===== config.mk =====
export PLATFORM = sky130hd
export DESIGN_NAME = tbsc_state_mem
export DESIGN_NICKNAME = d
export VERILOG_FILES = /design/src/hdl/tbsc_pkg.sv /design/src/hdl/tbsc_state_mem.sv
export SDC_FILE = /design/constraint.sdc
export NUM_CORES = 1
export LEC_CHECK = 0
export ABC_AREA = 1
export BUFFER_PORTS_ARGS = -buffer_cell sky130_fd_sc_hd__buf_2
export CAP_MARGIN = 20
export CORE_MARGIN = 2
export CORE_UTILIZATION = 54
export CTS_CLUSTER_SIZE = 12
export DETAILED_ROUTE_END_ITERATION = 16
export PLACE_DENSITY = 0.75
export SLEW_MARGIN = 10
export SYNTH_ARGS = -nofsm -noshare
export SYNTH_HDL_FRONTEND = slang
export SYNTH_SLANG_ARGS = --single-unit

===== constraint.sdc =====
create_clock -name i_clk -period 3.25 [get_ports i_clk]
set_input_delay 0 -clock i_clk [delete_from_list [all_inputs] [get_ports i_clk]]
set_output_delay 0 -clock i_clk [all_outputs]
set_load 0.005 [all_outputs]

===== src/hdl/tbsc_pkg.sv =====
// shared constants, types and coefficient table for the tape bias slew cascade
package tbsc_pkg;

    // sample format and cascade size
    localparam int STAGES      = 9;
    localparam int SAMPLE_BITS = 24;
    localparam int FRAC        = SAMPLE_BITS - 1;
    localparam int IDX_W       = (STAGES > 1) ? $clog2(STAGES) : 1;

    // configuration port
    localparam int CFG_W     = 32;
    localparam int CFG_IDX_W = 2;
    localparam logic [CFG_IDX_W-1:0] REG_SLEW_BASE    = CFG_IDX_W'(0);
    localparam logic [CFG_IDX_W-1:0] REG_STICK_ENABLE = CFG_IDX_W'(1);
    localparam logic [CFG_IDX_W-1:0] REG_STICK_RECIP  = CFG_IDX_W'(2);
    localparam logic [31:0] SLEW_BASE_RST = 32'h0100_0000;

    // threshold: base (Q8.24) times phi^k (Q.20), scaled down to sample lsbs
    localparam int PHI_W  = 32;
    localparam int TSHIFT = 44 - FRAC;
    localparam int T_W    = 64 - TSHIFT;

    // working widths: pull target, x minus target, clamp arithmetic
    localparam int P_W = SAMPLE_BITS + 2;
    localparam int D_W = SAMPLE_BITS + 3;
    localparam int C_W = ((T_W > D_W) ? T_W : D_W) + 2;

    // s*40/39 by reciprocal multiply, one correction step
    localparam int A39_W = SAMPLE_BITS + 6;
    localparam int N39   = A39_W;
    localparam int M39_W = SAMPLE_BITS + 1;
    localparam logic [M39_W-1:0] M39 = M39_W'((64'd1 << N39) / 64'd39);

    // x*39/40 as ((x*39+20)>>3)/5 by reciprocal multiply, one correction step
    localparam int B5_W = SAMPLE_BITS + 3;
    localparam int N5   = B5_W;
    localparam int M5_W = SAMPLE_BITS + 1;
    localparam logic [M5_W-1:0] M5 = M5_W'((64'd1 << N5) / 64'd5);

    localparam logic [IDX_W-1:0] IDX_LAST = IDX_W'(STAGES - 1);
    localparam logic [3:0]       K_TOP    = 4'(STAGES - 1);

    typedef logic signed [SAMPLE_BITS-1:0] t_sample;

    typedef struct packed {
        logic [31:0] slew_base;
        logic        stick_enable;
        logic [31:0] stick_recip;
    } t_cfg;

    typedef struct packed {
        logic             rd_en;
        logic             wr_en;
        logic [IDX_W-1:0] addr;
        t_sample          wdata;
    } t_mem_req;

    // golden ratio powers in Q.20, rounded to nearest
    function automatic logic [PHI_W-1:0] phi_q20(input logic [3:0] k);
        logic [PHI_W-1:0] v;
        unique case (k)
            4'd0:  v = 32'd1048576;
            4'd1:  v = 32'd1696632;
            4'd2:  v = 32'd2745208;
            4'd3:  v = 32'd4441839;
            4'd4:  v = 32'd7187047;
            4'd5:  v = 32'd11628886;
            4'd6:  v = 32'd18815933;
            4'd7:  v = 32'd30444819;
            4'd8:  v = 32'd49260752;
            4'd9:  v = 32'd79705571;
            4'd10: v = 32'd128966322;
            4'd11: v = 32'd208671893;
            4'd12: v = 32'd337638216;
            4'd13: v = 32'd546310109;
            4'd14: v = 32'd883948324;
            4'd15: v = 32'd1430258433;
        endcase
        return v;
    endfunction

endpackage


===== src/hdl/tbsc_state_mem.sv =====
// per-stage stored value memory, one port, registered read, valid bits for reset
module tbsc_state_mem (
    input  logic                 i_clk,
    input  logic                 i_rst_n,
    input  tbsc_pkg::t_mem_req   i_req,
    output tbsc_pkg::t_sample    o_rdata
);
    import tbsc_pkg::*;

    t_sample            r_mem [STAGES];
    logic [STAGES-1:0]  r_valid;
    t_sample            r_rdata;
    logic               r_rd_hit;

    // storage array, no reset
    always_ff @(posedge i_clk) begin
        if (i_req.wr_en) begin
            r_mem[i_req.addr] <= i_req.wdata;
        end
        if (i_req.rd_en) begin
            r_rdata <= r_mem[i_req.addr];
        end
    end

    // entry valid bits, an unwritten entry reads as zero
    always_ff @(posedge i_clk) begin
        if (!i_rst_n) begin
            r_valid  <= '0;
            r_rd_hit <= 1'b0;
        end else begin
            if (i_req.wr_en) begin
                r_valid[i_req.addr] <= 1'b1;
            end
            if (i_req.rd_en) begin
                r_rd_hit <= r_valid[i_req.addr];
            end
        end
    end

    assign o_rdata = r_rd_hit ? r_rdata : '0;

endmodule


# [Yosys cells after proc, flatten, opt, wreduce, memory -nomap -nowiden]
# Memories as Yosys holds them, arrays and structs flattened. A register that Yosys moved wholly into a read port is not among the register bits.
# Index checks and enable logic that the tools add are counted.
[word_totals] regBits=10 mem_bits_rw=216 inputBits=32 output_inout_bits=24 mem_count=1
[memory_table] name="r_mem" words=9 width=24 rd=1 rd_ports_with_merged_regs=1 write_ports=1 line_no="tbsc_state_mem.sv:10" source="t_sample r_mem [STAGES];"
[classes] n_lt_le_gt_ge=2 mux=7 bitwise=1 reduce_logical=1
[op_table] op="24-bit 2-to-1 mux" n=1
[op_table] op="9-bit OR" n=1
[op_table] op="4-bit by 5-bit < comparator with 1-bit output, second input constant" n=1
[op_table] op="1-bit binary-select mux with 4-bit select" n=1
[op_table] op="1-bit demux with 4-bit select" n=1
[op_table] op="4-bit by 1-bit greater-or-equal comparator with 1-bit output, second input constant" n=1
[op_table] op="1-bit 2-to-1 mux" n=4
[op_table] op="1-bit logical AND" n=1

# [Logic depth before layout (Yosys ltp)]
[logic_depth] depth_word=5 ltp_mapped=10 mapped_depth_nobuf=9

# [Worst setup path before layout]
# Ideal clock, no wire load.
[synth_timing] kind="input to register" startpoint="input port i_req[27] (netlist name)" endpoint="memory r_mem[5][0] (netlist name) (enable)" setup_time_ns=0.471 t_arrival_ns=2.814 required_ns=2.779 setup_slack_ns=-0.035 path_stages=4 n_path_buf=1 cell_sequence="buf_2 nor2_4 inv_1 nor4_1"
[synth_lines] element="start: declaration" line_no="tbsc_state_mem.sv:5" source="input tbsc_pkg::t_mem_req i_req,"
[synth_lines] element="end: declaration" line_no="tbsc_state_mem.sv:10"
# Straight into the memory's write port.

# [Worst setup path after layout]
[layout_timing] startpoint="register r_rd_hit" endpoint="output port o_rdata[10]"
[layout_between] elab_chain_cells=1
[layout_lines] element="start: declaration" line_no="tbsc_state_mem.sv:13" source="logic r_rd_hit;"
[layout_lines] element="start signal: assignment" line_no="tbsc_state_mem.sv:35" source="r_rd_hit <= r_valid[i_req.addr];"
[layout_lines] element="24-bit 2-to-1 mux" line_no="tbsc_state_mem.sv:40" source="assign o_rdata = r_rd_hit ? r_rdata : '0;"
[layout_lines] element="end: declaration" line_no="tbsc_state_mem.sv:6" source="output tbsc_pkg::t_sample o_rdata"
# Every way passes these cells.

==> metrics <==
crit path time final=2020 ps; largest net degree at the start of global routing=49; via count=5972; PwrDens=between 500 and 600 nW/µm²; switching power=1.32 mW; die span in x=136 µm; Yosys reg bits=250; Lkg Pwr=4.11 nW; wire length on met3=1320 µm; H-tree lvl count=1; max incr delay on CP=1040 ps; Worst path depth=3; # IOs=56; clk_skew=7.00 ps; drt pass-1 iters=7; Hold Path End=r_rd_hit$_SDFFE_PN0P_; Clock power frac=39.5%; crit end category=output port; routed wl met2=about 10000 µm; crit-path cells=nand2_1 -> inv_1 -> buf_2; CTS tree=yes; Resize count post-CTS=0; nets@finish=861; Slew headroom=26.8%; initial DRC count=601; # rows=48; setup TNS=0 ps; sequential share of power=55.5%; filler instances=1199; reg2reg end=r_rd_hit$_SDFFE_PN0P_; synth warn=0; Final Instance Count excl. Fillers=1065; Vias/cell=5.61; Hold Path Class=in -> reg; gpl congestion=0.781; Max Slew Vio Count=0; core area=17200 µm²; ANT cells=0; RSZ-0062 raised after global routing=no; Synth cell types=20; clk slew on worst S/H paths=60 ps; CP Buf/Inv Count=2; Setup crit start kind=register; Residual DRC=0; cells on worst reg2reg path=4; drt wl/cell=19.3 µm; dpl cells=~1000; Worst EP arrival=approximately 2000 ps; Root Buffer Master=clkbuf_16; Max VDD drop=381 µV; Die Ht=136 µm; Crit Path Class=reg -> out; sequential cell area fraction in the yosys report=~78%; Worst Path Required=3250 ps; Critical Path Fanout Max=25; final hold violations=0; FMAX=0.496 GHz; clock sink count=250; hold_sp=i_req[26]; gate count of the mapped netlist=~740; syn avg cell area=12.8 µm²; clock latency at the later pin of the worst-skew pair=approximately 500 ps; Post-DRT Antenna Nets=0; WL met1=7990 µm; origin of the critical flop-to-flop path=r_rd_hit$_SDFFE_PN0P_; post-synthesis cell area=9460 µm²; initial core utilization=54.9%; Syn-to-layout area delta=16.3%; combinational power share=5.0%; Sw Ratio=between 20% and 30%; Cell Int Power=5.24 mW; first-pass GRT wire length=31600 µm; slowest stage cell, crit path=dfxtp_1; routed wire length=20500 µm; # port buffers=55; total congestion overflow=0; Overall Global Routing Usage=between 20% and 30%; proportion of layout cells with a drive suffix above 1=a little over an eighth; Hold Path Depth=6; Slew @ Worst Pin=about 1100 ps; Detailed Place HPWL=approximately 11000 µm; antenna violations before repair=0; top sig layer=met4; Die Area=18600 µm²; flop2flop setup slack=1800 ps; max cap viols=0; TritonCTS buffer count=25; Setup-failing EPs final=0; status=finished clean; vias in the first global route=6063; Net Count, Synth=769; Clock Tree Buf Depth=3; Crit path max-delay family=flip-flops; post-CTS setup buffers=0; hold-fix buffer count after cts=26; period utilization=62.0%
[cells in the mapped netlist]
cell	number	area [µm²]
inv_1	33	124
edfxtp_1	240	7210
o21a_1	1	7.51
dfxtp_1	10	200
clkinv_1	1	3.75
nor3_2	1	10.0
nor2_4	1	11.3
nand2_1	311	1170
nor2_1	21	78.8
inv_2	3	11.3
nor2_2	4	25.0
nand3_1	27	135
buf_1	2	7.51
nor4_1	2	12.5
a31oi_1	1	6.26
clkbuf_1	13	48.8
nand4_1	48	300
buf_2	9	45.0
buf_4	7	52.6
nor3_1	2	10.0
[layer usage]
| metal | global-route usage [%] | up-vias |
|---|---|---|
| met2 | 39.6 | 272 |
| met3 | 3.54 | 60 |
| met1 | 27.6 | 2924 |
| li1 | - | 2716 |
| met5 | 0 | - |
| met4 | 10.6 | 0 |
[worst max-delay path by stage]
stage                          startpoint                endpoint  slack, ps
floorplan                       i_req[27]   r_mem[5][0]$_DFFE_PP_        -40
global placement                i_req[24]  r_mem[1][20]$_DFFE_PP_       1420
detailed placement              i_req[24]  r_mem[1][20]$_DFFE_PP_       1360
CTS                 r_rd_hit$_SDFFE_PN0P_             o_rdata[10]       1180
global route        r_rd_hit$_SDFFE_PN0P_             o_rdata[14]       1120
finish              r_rd_hit$_SDFFE_PN0P_             o_rdata[10]       1230
[kinds of logic after synthesis]
group                  Yosys count  share of synthesized area [%]
AND/OR/NAND/NOR                417                           18.5
flip-flops                     250                           78.3
buffers and inverters           68                           3.09
AO/OA/AOI/OAI                    2                          0.145
[worst reg2reg max path: cells and delay by family (launching register included)]
kind / cells / cell delay [ps]
flops: 1 / 1040
buf+inv: 1 / 40
simple gates: 3 / 320
[cell type report]
| type | instances | area, µm² | share of cell area, % |
|---|---|---|---|
| Tap cell | 225 | 282 | 2.56 |
| Inverter | 37 | 139 | 1.26 |
| Sequential cell | 250 | 7410 | 67.3 |
| Clock buffer | 36 | 687 | 6.24 |
| Clock inverter | 2 | 33.8 | 0.307 |
| Multi-Input combinational cell | 419 | 1810 | 16.5 |
| Timing Repair Buffer | 96 | 648 | 5.89 |
[registers in the layout, indices dropped and copies added (netlist names)]
register  cells
r_mem       216
r_valid       9
r_rd_hit      1
r_rdata      24
[stage by stage]
stage	hold WS (ps)	instance area [µm²]	power (mW)	utilization (%)	setup slack, ps
global placement	223	10000	4.00	58.2	1420
floorplan	98.9	9460	3.87	-	-35.2
global route	107	11000	6.74	63.9	1120
CTS	55.8	11000	6.58	63.9	1180
finish	70.7	11000	6.56	63.9	1230
detailed placement	235	10000	4.01	58.2	1360
[power by group through the flow]
stage / clock network, mW / logic, mW / registers (mW)
after floorplan: 0 / 0.165 / 3.70
after detailed placement: 0 / 0.301 / 3.71
final: 2.59 / 0.329 / 3.64
after CTS: 2.61 / 0.329 / 3.64
after global routing: 2.73 / 0.364 / 3.65
after global placement: 0 / 0.290 / 3.71
[layout by cell type, fill, tap and decap left out]
cell,netlist,routed
nand2_1,311,311
edfxtp_1,240,240
buf_2,9,55
nand4_1,48,48
inv_1,33,33
nand3_1,27,27
dlygate4sd3_1,0,26
clkbuf_16,0,25
nor2_1,21,19
buf_4,7,15
dfxtp_1,10,10
clkbuf_1,13,9
nor2_4,1,4
inv_2,3,3
nor2_2,4,3
nor4_2,0,2
nor3_2,1,2
clkinv_1,1,2
clkbuf_8,0,2
nor3_4,0,1
o21a_1,1,1
a31oi_1,1,1
bufinv_16,0,1
(Power assumes the default switching activity.)
